[src/hw/rtl/interval_timer_multiplexer_top_assert.svh]
// Assertion macros for the interval timer multiplexer.
`ifndef INTERVAL_TIMER_MULTIPLEXER_TOP_ASSERT_SVH
`define INTERVAL_TIMER_MULTIPLEXER_TOP_ASSERT_SVH
`ifndef SYNTHESIS
`define ITM_ASSERT_IMP(label, clk, rst, a, c) \
  label: assert property (@(posedge clk) disable iff (rst) (a) |-> (c)) \
    else $error("assertion failed");
`define ITM_ASSERT_NXT(label, clk, rst, a, c) \
  label: assert property (@(posedge clk) disable iff (rst) (a) |=> (c)) \
    else $error("assertion failed");
`else
`define ITM_ASSERT_IMP(label, clk, rst, a, c)
`define ITM_ASSERT_NXT(label, clk, rst, a, c)
`endif
`endif

[src/hw/rtl/itm_pkg.sv]
package itm_pkg;
  localparam int unsigned LIMIT_W = 22;
  localparam logic [LIMIT_W-1:0] LIMIT_MAX = '1;
  localparam int unsigned RATE_W = 11;
  localparam int unsigned MIN_INSTALL_DELAY = 5;
  localparam int unsigned RATE_CAP = 1024;

  typedef enum logic [2:0] {
    MODE_TICK = 3'd0, MODE_INSTALL = 3'd1, MODE_UNINSTALL = 3'd2,
    MODE_ENABLE = 3'd3, MODE_DISABLE = 3'd4
  } mode_t;

  typedef enum logic [1:0] {
    ST_OK = 2'd0, ST_USED = 2'd1, ST_NOT_USED = 2'd2
  } status_t;
endpackage

[src/hw/rtl/itm_ram.sv]
module itm_ram #(
  parameter int unsigned WIDTH = 8,
  parameter int unsigned DEPTH = 16
) (
  input  logic                     clk,
  input  logic                     we,
  input  logic [$clog2(DEPTH)-1:0] waddr,
  input  logic [WIDTH-1:0]         wdata,
  input  logic [$clog2(DEPTH)-1:0] raddr,
  output logic [WIDTH-1:0]         rdata
);
  logic [WIDTH-1:0] mem [DEPTH];

  always_ff @(posedge clk) begin
    if (we) mem[waddr] <= wdata;
    rdata <= mem[raddr];
  end
endmodule

[src/hw/rtl/interval_timer_multiplexer_top.sv]
// Interval timer multiplexer: one hardware timer shared by SLOTS slots.
// Enable/disable and errors go from decode straight to the output; a tick walks all slots;
// a rate change runs a (DELAY_WIDTH)-step divider per installed slot. One item at a time.
// Reset (rst, synchronous, active high) clears used/active marks, min
// delay and sets the timer stopped; slot memories need no clearing.
`include "interval_timer_multiplexer_top_assert.svh"
module interval_timer_multiplexer_top #(
  parameter int unsigned SLOTS       = 16,
  parameter int unsigned DELAY_WIDTH = 24
) (
  input  logic        clk,
  input  logic        rst,
  input  logic        s_tvalid,
  output logic        s_tready,
  input  logic [31:0] s_tdata,  // mode[2:0], slot[6:3], delay[30:7], zero fill
  output logic        m_tvalid,
  input  logic        m_tready,
  output logic [31:0] m_tdata   // fire_mask[15:0], hw_rate[26:16],
                                // timer_irq_enabled[27], status[29:28], zero fill
);
  import itm_pkg::*;

  localparam int unsigned SW = $clog2(SLOTS);
  localparam int unsigned CW = $clog2(SLOTS + 1);

  typedef enum logic [3:0] {
    S_IDLE, S_DECODE, S_TREAD, S_TWRITE, S_UNMIN_RD, S_UNMIN, S_RL_RD,
    S_RL_DIV, S_RL_WR, S_OUT
  } state_t;

  state_t state;
  logic [2:0]  mode;
  logic [3:0]  slot_in;
  logic [23:0] delay_in;
  logic [SLOTS-1:0] used, active;
  logic [DELAY_WIDTH-1:0] min_delay;
  logic stopped;
  logic [CW-1:0] idx;        // walk counter
  logic [15:0] fire;
  logic [1:0]  status;
  logic single;              // reload only the addressed slot
  logic [DELAY_WIDTH-1:0] min_acc;
  logic any;
  // divider
  logic [DELAY_WIDTH-1:0] dividend, rem_q;
  logic [RATE_W-1:0] divisor;
  logic [$clog2(DELAY_WIDTH+1)-1:0] dcnt;
  logic [DELAY_WIDTH:0] rem;

  // memories
  logic dl_we, lc_we;
  logic [SW-1:0] dl_wa, lc_wa, rd_a;
  logic [DELAY_WIDTH-1:0] dl_wd, dl_rd;
  logic [2*LIMIT_W-1:0] lc_wd, lc_rd;

  itm_ram #(.WIDTH(DELAY_WIDTH), .DEPTH(SLOTS)) u_delay (
    .clk, .we(dl_we), .waddr(dl_wa), .wdata(dl_wd), .raddr(rd_a), .rdata(dl_rd));
  // limit in the upper half, count in the lower half
  itm_ram #(.WIDTH(2*LIMIT_W), .DEPTH(SLOTS)) u_lc (
    .clk, .we(lc_we), .waddr(lc_wa), .wdata(lc_wd), .raddr(rd_a), .rdata(lc_rd));

  logic [RATE_W-1:0] rate;
  assign rate = (min_delay < DELAY_WIDTH'(RATE_CAP)) ? RATE_W'(min_delay)
                                                     : RATE_W'(RATE_CAP);

  logic [SW-1:0] s_idx;
  logic valid_slot;
  assign s_idx = SW'(slot_in);
  assign valid_slot = 32'(slot_in) < SLOTS;

  // saturated, clamped delay
  logic [DELAY_WIDTH-1:0] dsat;
  always_comb begin
    if (32'(delay_in) > 32'((64'd1 << DELAY_WIDTH) - 64'd1)) dsat = '1;
    else dsat = DELAY_WIDTH'(delay_in);
    if (dsat < DELAY_WIDTH'(MIN_INSTALL_DELAY)) dsat = DELAY_WIDTH'(MIN_INSTALL_DELAY);
  end

  // one restoring-division step
  logic [DELAY_WIDTH:0] rem_sh;
  logic rem_ge;
  assign rem_sh = {rem[DELAY_WIDTH-1:0], dividend[DELAY_WIDTH-1]};
  assign rem_ge = rem_sh >= (DELAY_WIDTH+1)'(divisor);

  logic [LIMIT_W-1:0] lim;
  always_comb begin
    if (divisor == '0) lim = LIMIT_MAX;
    else if (32'(rem_q) > 32'(LIMIT_MAX)) lim = LIMIT_MAX;
    else lim = LIMIT_W'(rem_q);
  end

  logic [LIMIT_W-1:0] cnt_inc;
  assign cnt_inc = lc_rd[LIMIT_W-1:0] + 1'b1;

  assign s_tready = (state == S_IDLE);

  always_comb begin
    dl_we = 1'b0; dl_wa = s_idx; dl_wd = dsat;
    lc_we = 1'b0; lc_wa = idx[SW-1:0]; lc_wd = '0;
    rd_a = idx[SW-1:0];
    case (state)
      S_DECODE: if (mode == MODE_INSTALL && valid_slot && !used[s_idx]) dl_we = 1'b1;
      S_TWRITE: begin
        lc_we = used[idx[SW-1:0]] && active[idx[SW-1:0]];
        lc_wd = {lc_rd[2*LIMIT_W-1:LIMIT_W],
                 (cnt_inc == lc_rd[2*LIMIT_W-1:LIMIT_W]) ? LIMIT_W'(0) : cnt_inc};
      end
      S_RL_WR: begin
        lc_we = 1'b1;
        lc_wd = {lim, lim - 1'b1};
      end
      default: ;
    endcase
  end

  always_ff @(posedge clk) begin
    if (rst) begin
      state <= S_IDLE; used <= '0; active <= '0; min_delay <= '0;
      stopped <= 1'b1; m_tvalid <= 1'b0;
    end else begin
      case (state)
        S_IDLE: begin
          if (s_tvalid) begin
            mode <= s_tdata[2:0]; slot_in <= s_tdata[6:3]; delay_in <= s_tdata[30:7];
            fire <= '0; status <= ST_OK; idx <= '0;
            state <= S_DECODE;
          end
        end
        S_DECODE: begin
          state <= S_OUT;
          if (mode == MODE_TICK) state <= S_TREAD;
          else if (mode >= MODE_INSTALL && mode <= MODE_DISABLE && !valid_slot)
            status <= ST_NOT_USED;
          else if (mode == MODE_INSTALL) begin
            if (used[s_idx]) status <= ST_USED;
            else begin
              used[s_idx] <= 1'b1; active[s_idx] <= 1'b0;
              if (stopped || min_delay > dsat) begin
                stopped <= 1'b0; min_delay <= dsat; single <= 1'b0; idx <= '0;
              end else begin
                single <= 1'b1; idx <= CW'(s_idx);
              end
              state <= S_RL_RD;
            end
          end else if (mode == MODE_UNINSTALL) begin
            if (!used[s_idx]) status <= ST_NOT_USED;
            else begin
              used[s_idx] <= 1'b0; active[s_idx] <= 1'b0;
              any <= 1'b0; min_acc <= '0; state <= S_UNMIN_RD;
            end
          end else if (mode == MODE_ENABLE || mode == MODE_DISABLE) begin
            if (!used[s_idx]) status <= ST_NOT_USED;
            else active[s_idx] <= (mode == MODE_ENABLE);
          end
        end
        S_TREAD: state <= S_TWRITE;
        S_TWRITE: begin
          if (used[idx[SW-1:0]] && active[idx[SW-1:0]] &&
              cnt_inc == lc_rd[2*LIMIT_W-1:LIMIT_W] && 32'(idx) < 32'd16)
            fire[4'(idx)] <= 1'b1;
          if (idx == CW'(SLOTS-1)) state <= S_OUT;
          else begin idx <= idx + 1'b1; state <= S_TREAD; end
        end
        S_UNMIN_RD: state <= S_UNMIN;
        S_UNMIN: begin
          if (used[idx[SW-1:0]] && (!any || dl_rd < min_acc)) begin
            min_acc <= dl_rd; any <= 1'b1;
          end
          if (idx == CW'(SLOTS-1)) begin
            idx <= '0; single <= 1'b0; state <= S_OUT;
            if (!(any || used[idx[SW-1:0]])) begin
              stopped <= 1'b1; min_delay <= '0;
            end else begin
              logic [DELAY_WIDTH-1:0] m;
              m = (used[idx[SW-1:0]] && (!any || dl_rd < min_acc)) ? dl_rd : min_acc;
              if (stopped || m != min_delay) begin
                stopped <= 1'b0; min_delay <= m; state <= S_RL_RD;
              end
            end
          end else begin idx <= idx + 1'b1; state <= S_UNMIN_RD; end
        end
        S_RL_RD: begin
          if (!used[idx[SW-1:0]]) begin
            if (single || idx == CW'(SLOTS-1)) state <= S_OUT;
            else idx <= idx + 1'b1;
          end else state <= S_RL_DIV;
          dcnt <= '0; rem <= '0; rem_q <= '0; divisor <= rate;
        end
        S_RL_DIV: begin
          if (dcnt == '0) dividend <= dl_rd;
          else begin
            rem <= rem_ge ? rem_sh - (DELAY_WIDTH+1)'(divisor) : rem_sh;
            rem_q <= {rem_q[DELAY_WIDTH-2:0], rem_ge};
            dividend <= dividend << 1;
          end
          if (dcnt == ($clog2(DELAY_WIDTH+1))'(DELAY_WIDTH)) state <= S_RL_WR;
          dcnt <= dcnt + 1'b1;
        end
        S_RL_WR: begin
          if (single || idx == CW'(SLOTS-1)) state <= S_OUT;
          else begin idx <= idx + 1'b1; state <= S_RL_RD; end
        end
        S_OUT: begin
          if (!m_tvalid) begin
            m_tvalid <= 1'b1;
            m_tdata <= {2'b0, status, !stopped,
                        stopped ? RATE_W'(0) : rate, fire};
          end else if (m_tready) begin
            m_tvalid <= 1'b0; state <= S_IDLE;
          end
        end
        default: state <= S_IDLE;
      endcase
    end
  end

  `ITM_ASSERT_IMP(a_stop_zero, clk, rst, stopped, min_delay == '0)
  `ITM_ASSERT_IMP(a_ready_idle, clk, rst, s_tready, !m_tvalid)
  `ITM_ASSERT_NXT(a_out_hold, clk, rst, m_tvalid && !m_tready, m_tvalid && $stable(m_tdata))
endmodule

[config.mk]
export PLATFORM = sky130hd
export DESIGN_NAME = interval_timer_multiplexer_top
export DESIGN_NICKNAME = d
export VERILOG_FILES = /design/src/hw/rtl/itm_pkg.sv /design/src/hw/rtl/itm_ram.sv /design/src/hw/rtl/interval_timer_multiplexer_top.sv
export VERILOG_INCLUDE_DIRS = /design/src /design/src/hw/rtl
export SDC_FILE = /design/constraint.sdc
export NUM_CORES = 2
export LEC_CHECK = 0
export BUFFER_PORTS_ARGS = -buffer_cell sky130_fd_sc_hd__buf_2
export CAP_MARGIN = 40
export CORE_MARGIN = 10
export CORE_UTILIZATION = 40
export DETAILED_ROUTE_END_ITERATION = 8
export SETUP_SLACK_MARGIN = 0.3
export SLEW_MARGIN = 20
export SYNTH_ARGS = -nofsm -noshare
export SYNTH_HDL_FRONTEND = slang
export SYNTH_HIERARCHICAL = 1
export SYNTH_SLANG_ARGS = --single-unit
[constraint.sdc]
create_clock -name clk -period 7 [get_ports clk]
set_input_delay 1.4 -clock clk [delete_from_list [all_inputs] [get_ports clk]]
set_output_delay 1.4 -clock clk [all_outputs]
set_load 0.05 [all_outputs]
==> impl_metrics.ini <==
[outcome]
outcome = finished, final reports clean

[sta]
hold_slack_ps = 452
finalHoldViolCount = 0
rsz0062_at_grt = false
worst_slew_pin_slew_ps = 846
final.period_utilization_pct = 66.8
fin_ws_ps = 2320
setup_viol = 0
clock.fmax_ghz = 0.214
slew_violations = 0
fin_setup_tns_ps = 0
fin_skew_ps = 44.6
relSlewSlack_pct = 43.2
final.min_clock_period_ps = 4680

[power_and_ir_drop]
p_sw_uw = 6390
seqPwrFrac_pct = 46.7
cellPowerDensity_nw_per_um2 = 341
p_total_uw = 22500
p_sw_share_pct = 28.4
peakVddDrop_uv = 254
internal_power_uw = 16100
leakagePower_uw = 0.0218
clockPowerShare_pct = 33.9
p_comb_share_pct = 19.4

[clock_tree]
cts_buffers = 148
root_buffer = clkbuf_16
clkTransAtPathRegs_ps = 50
cts_tree = yes
clk_path_buf_depth = 3
clkSinkCount = 1416
h-tree-depth = 4
cts_setup_buffers = 0
cts_hold_buffers = 0
cts_resized = 0
clk_latency_ps = 780

[global_route]
grt_pass1_wl_mm = 204
grt_overflow = 0
antenna_found_initial = 5
grt_max_degree = 118
grt_usage_pct = 16.9
grt_pass1_vias = 31300

[setup_path]
slowest_stage = and3_1
worstSetupPathDepth = 10
startpoint_type = register
cp.arrival_ps = 5070
critPathKind = reg -> reg
crit_path_max_incr_delay_ps = 710
end_kind = register
rr_worst_depth = 10
crit_chain = ha_1 -> and2_1 -> xnor2_1 -> xnor2_1 -> nor4_1 -> nand4_1 -> or4_1 -> o21ai_2 -> buf_4 -> and3_1
worst_path_most_repeated_cell = xnor2_1
cp.required_ps = 7390
crit_buf_inv = 1
path_delay_family = simple AND/OR/NAND/NOR gates
crit_fanout = 16

[layout]
final_layout_size_suffix_gt1_share_pct = 21.4
fin_nets = 3632
area_growth_pct = 14.4
fin_cells = 5548

[worst_hold_path]
min_path_cells = 0
hold_class = reg -> reg

[routing]
dr_total_vias = 30900
viasPerCell = 5.57
routedWlPerCell_um = 24.4
firstDrtPassIters = 5
totalWireLength_mm = 135
drt_iter0_markers = 2775
detail-route-antenna-nets = 0
drcViolationCount = 0

[placement]
pre_cts_slack_ps = 2250
dp_hpwl_mm = 82.3
port_buffers = 66
gp_congestion = 0.846
placedCellCount = 5275

[floorplan]
core_um2 = 143000
die_area_um2 = 160000
fp.dieW_um = 400
fp.dieH_um = 400
rows = 139
ioPinCount = 70
start_util_pct = 40.3

[synth]
yosys.cell_count.top_type = edfxtp_1
synth-seq-area-share_pct = 71.4
synthFlopType = edfxtp_1
syn-cell-area_um2 = 57800
ys_ff_latch = 1416
synth_top_area_share_pct = 66.9
syn_inst = 3376
synth_top_cell_by_area = edfxtp_1
async_flop_share_pct = 0
yosys_warnings = 6
yosys-top-cells-count = edfxtp_1 (1286), mux4_2 (285), nor2_1 (205), nand2_1 (200), a22oi_1 (138)
synth_edf_count = 1286
synth_cell_type_count = 79
synthTopCellsByArea = edfxtp_1 (67%), mux4_2 (11%), dfxtp_1 (4.5%)
syn_avg_cell_area_um2 = 17.1

[flow_run]
cap_violations = 0
## flip-flops by register name, indices dropped and copies added (netlist names), 2 cells and up, named ones only
register	flops
dcnt	5
rem	24
dividend	24
state	4
rem_q	24
fire	16
active	16
u_lc/mem	704
status	2
divisor	11
m_tdata	30
delay_in	24
min_delay	24
min_acc	24
u_delay/mem	384
u_delay/rdata	24
u_lc/rdata	44
mode	3
dl_wa	4
idx	5
## final cells by class
type                       count  area [µm²]
inverter                      95         357
antenna                        1        2.50
multi-input combinational   1674       15600
clock inverter                70         754
sequential                  1416       41200
fill                       12200       77400
tap                         1903        2380
timing repair buffer         189        1730
clock buffer                 200        4050
## power groups by stage
stage / Combinational (µW) / Clock (µW) / Sequential [µW]
after floorplan: 3160 / 0 / 10400
after global placement: 4300 / 0 / 10700
after detailed placement: 4400 / 0 / 10700
after CTS: 4410 / 7820 / 10500
after global routing: 4740 / 8180 / 10600
final: 4370 / 7650 / 10500
## layer usage
metal / share of wire (%) / track usage [%] / vias up
met2: 49 / 27.3 / 934
li1: - / - / 13700
met5: 0.0096 / 0 / -
met1: 43 / 23.5 / 16100
met4: 2.1 / 4.45 / 2
met3: 6.1 / 2.99 / 201
## cell families (layout without fill, tap and decap cells)
logic type      Yosys count  in the layout  share of synthesized area (%)
mux                     341            341                           12.2
buf+inv                 287            554                           2.22
fa+ha+maj                72             72                           1.57
xor+xnor                112            112                           1.70
other cells               1              3                        0.00649
compound gates          458            458                           5.34
flops                  1416           1416                           71.4
simple gates            689            689                           5.64
## layout by cell type, fill, tap and decap left out, drive strengths merged, types with 10 or more instances in the layout
| cell | Yosys | routed |
|---|---|---|
| a21oi | 87 | 87 |
| dfxtp | 130 | 130 |
| nand2 | 202 | 202 |
| nand3 | 44 | 44 |
| o21ai | 101 | 101 |
| a22oi | 138 | 138 |
| nor4 | 21 | 21 |
| ha | 71 | 71 |
| xor2 | 65 | 65 |
| and2 | 39 | 39 |
| a21o | 21 | 21 |
| edfxtp | 1286 | 1286 |
| and3 | 15 | 15 |
| nand4 | 30 | 30 |
| nor2b | 17 | 17 |
| xnor2 | 47 | 47 |
| mux2i | 30 | 30 |
| mux2 | 25 | 25 |
| o22ai | 12 | 12 |
| buf | 74 | 189 |
| nor3 | 46 | 46 |
| clkbuf | 118 | 200 |
| a211oi | 25 | 25 |
| o311a | 21 | 21 |
| o21a | 10 | 10 |
| mux4 | 286 | 286 |
| clkinv | 0 | 59 |
| or3 | 11 | 11 |
| nor2 | 206 | 206 |
| nand2b | 19 | 19 |
| inv | 95 | 98 |
## per-stage QoR
step	utilization [%]	instance area (µm²)
after floorplan	-	57800
after global placement	42.2	60600
after detailed placement	42.7	61200
after CTS	46.0	66100
after global routing	46.0	66100
final	46.0	66100
## worst paths after layout
kind | from | endpoint | slack (ps)
setup / recovery | u_lc/rdata[0] | fire[13] | 2320
hold / removal | status[0] | m_tdata[28] | 450
setup reg to reg | u_lc/rdata[0] | fire[13] | 2320
hold reg to reg | status[0] | m_tdata[28] | 450
## worst reg2reg max path, cell delays in order (launching register included)
cell	delay [ps]
dfxtp_1	410
ha_1	240
and2_1	500
xnor2_1	220
xnor2_1	160
nor4_1	620
nand4_1	190
or4_1	440
o21ai_2	460
buf_4	380
and3_1	720
(Power assumes the default switching activity.)
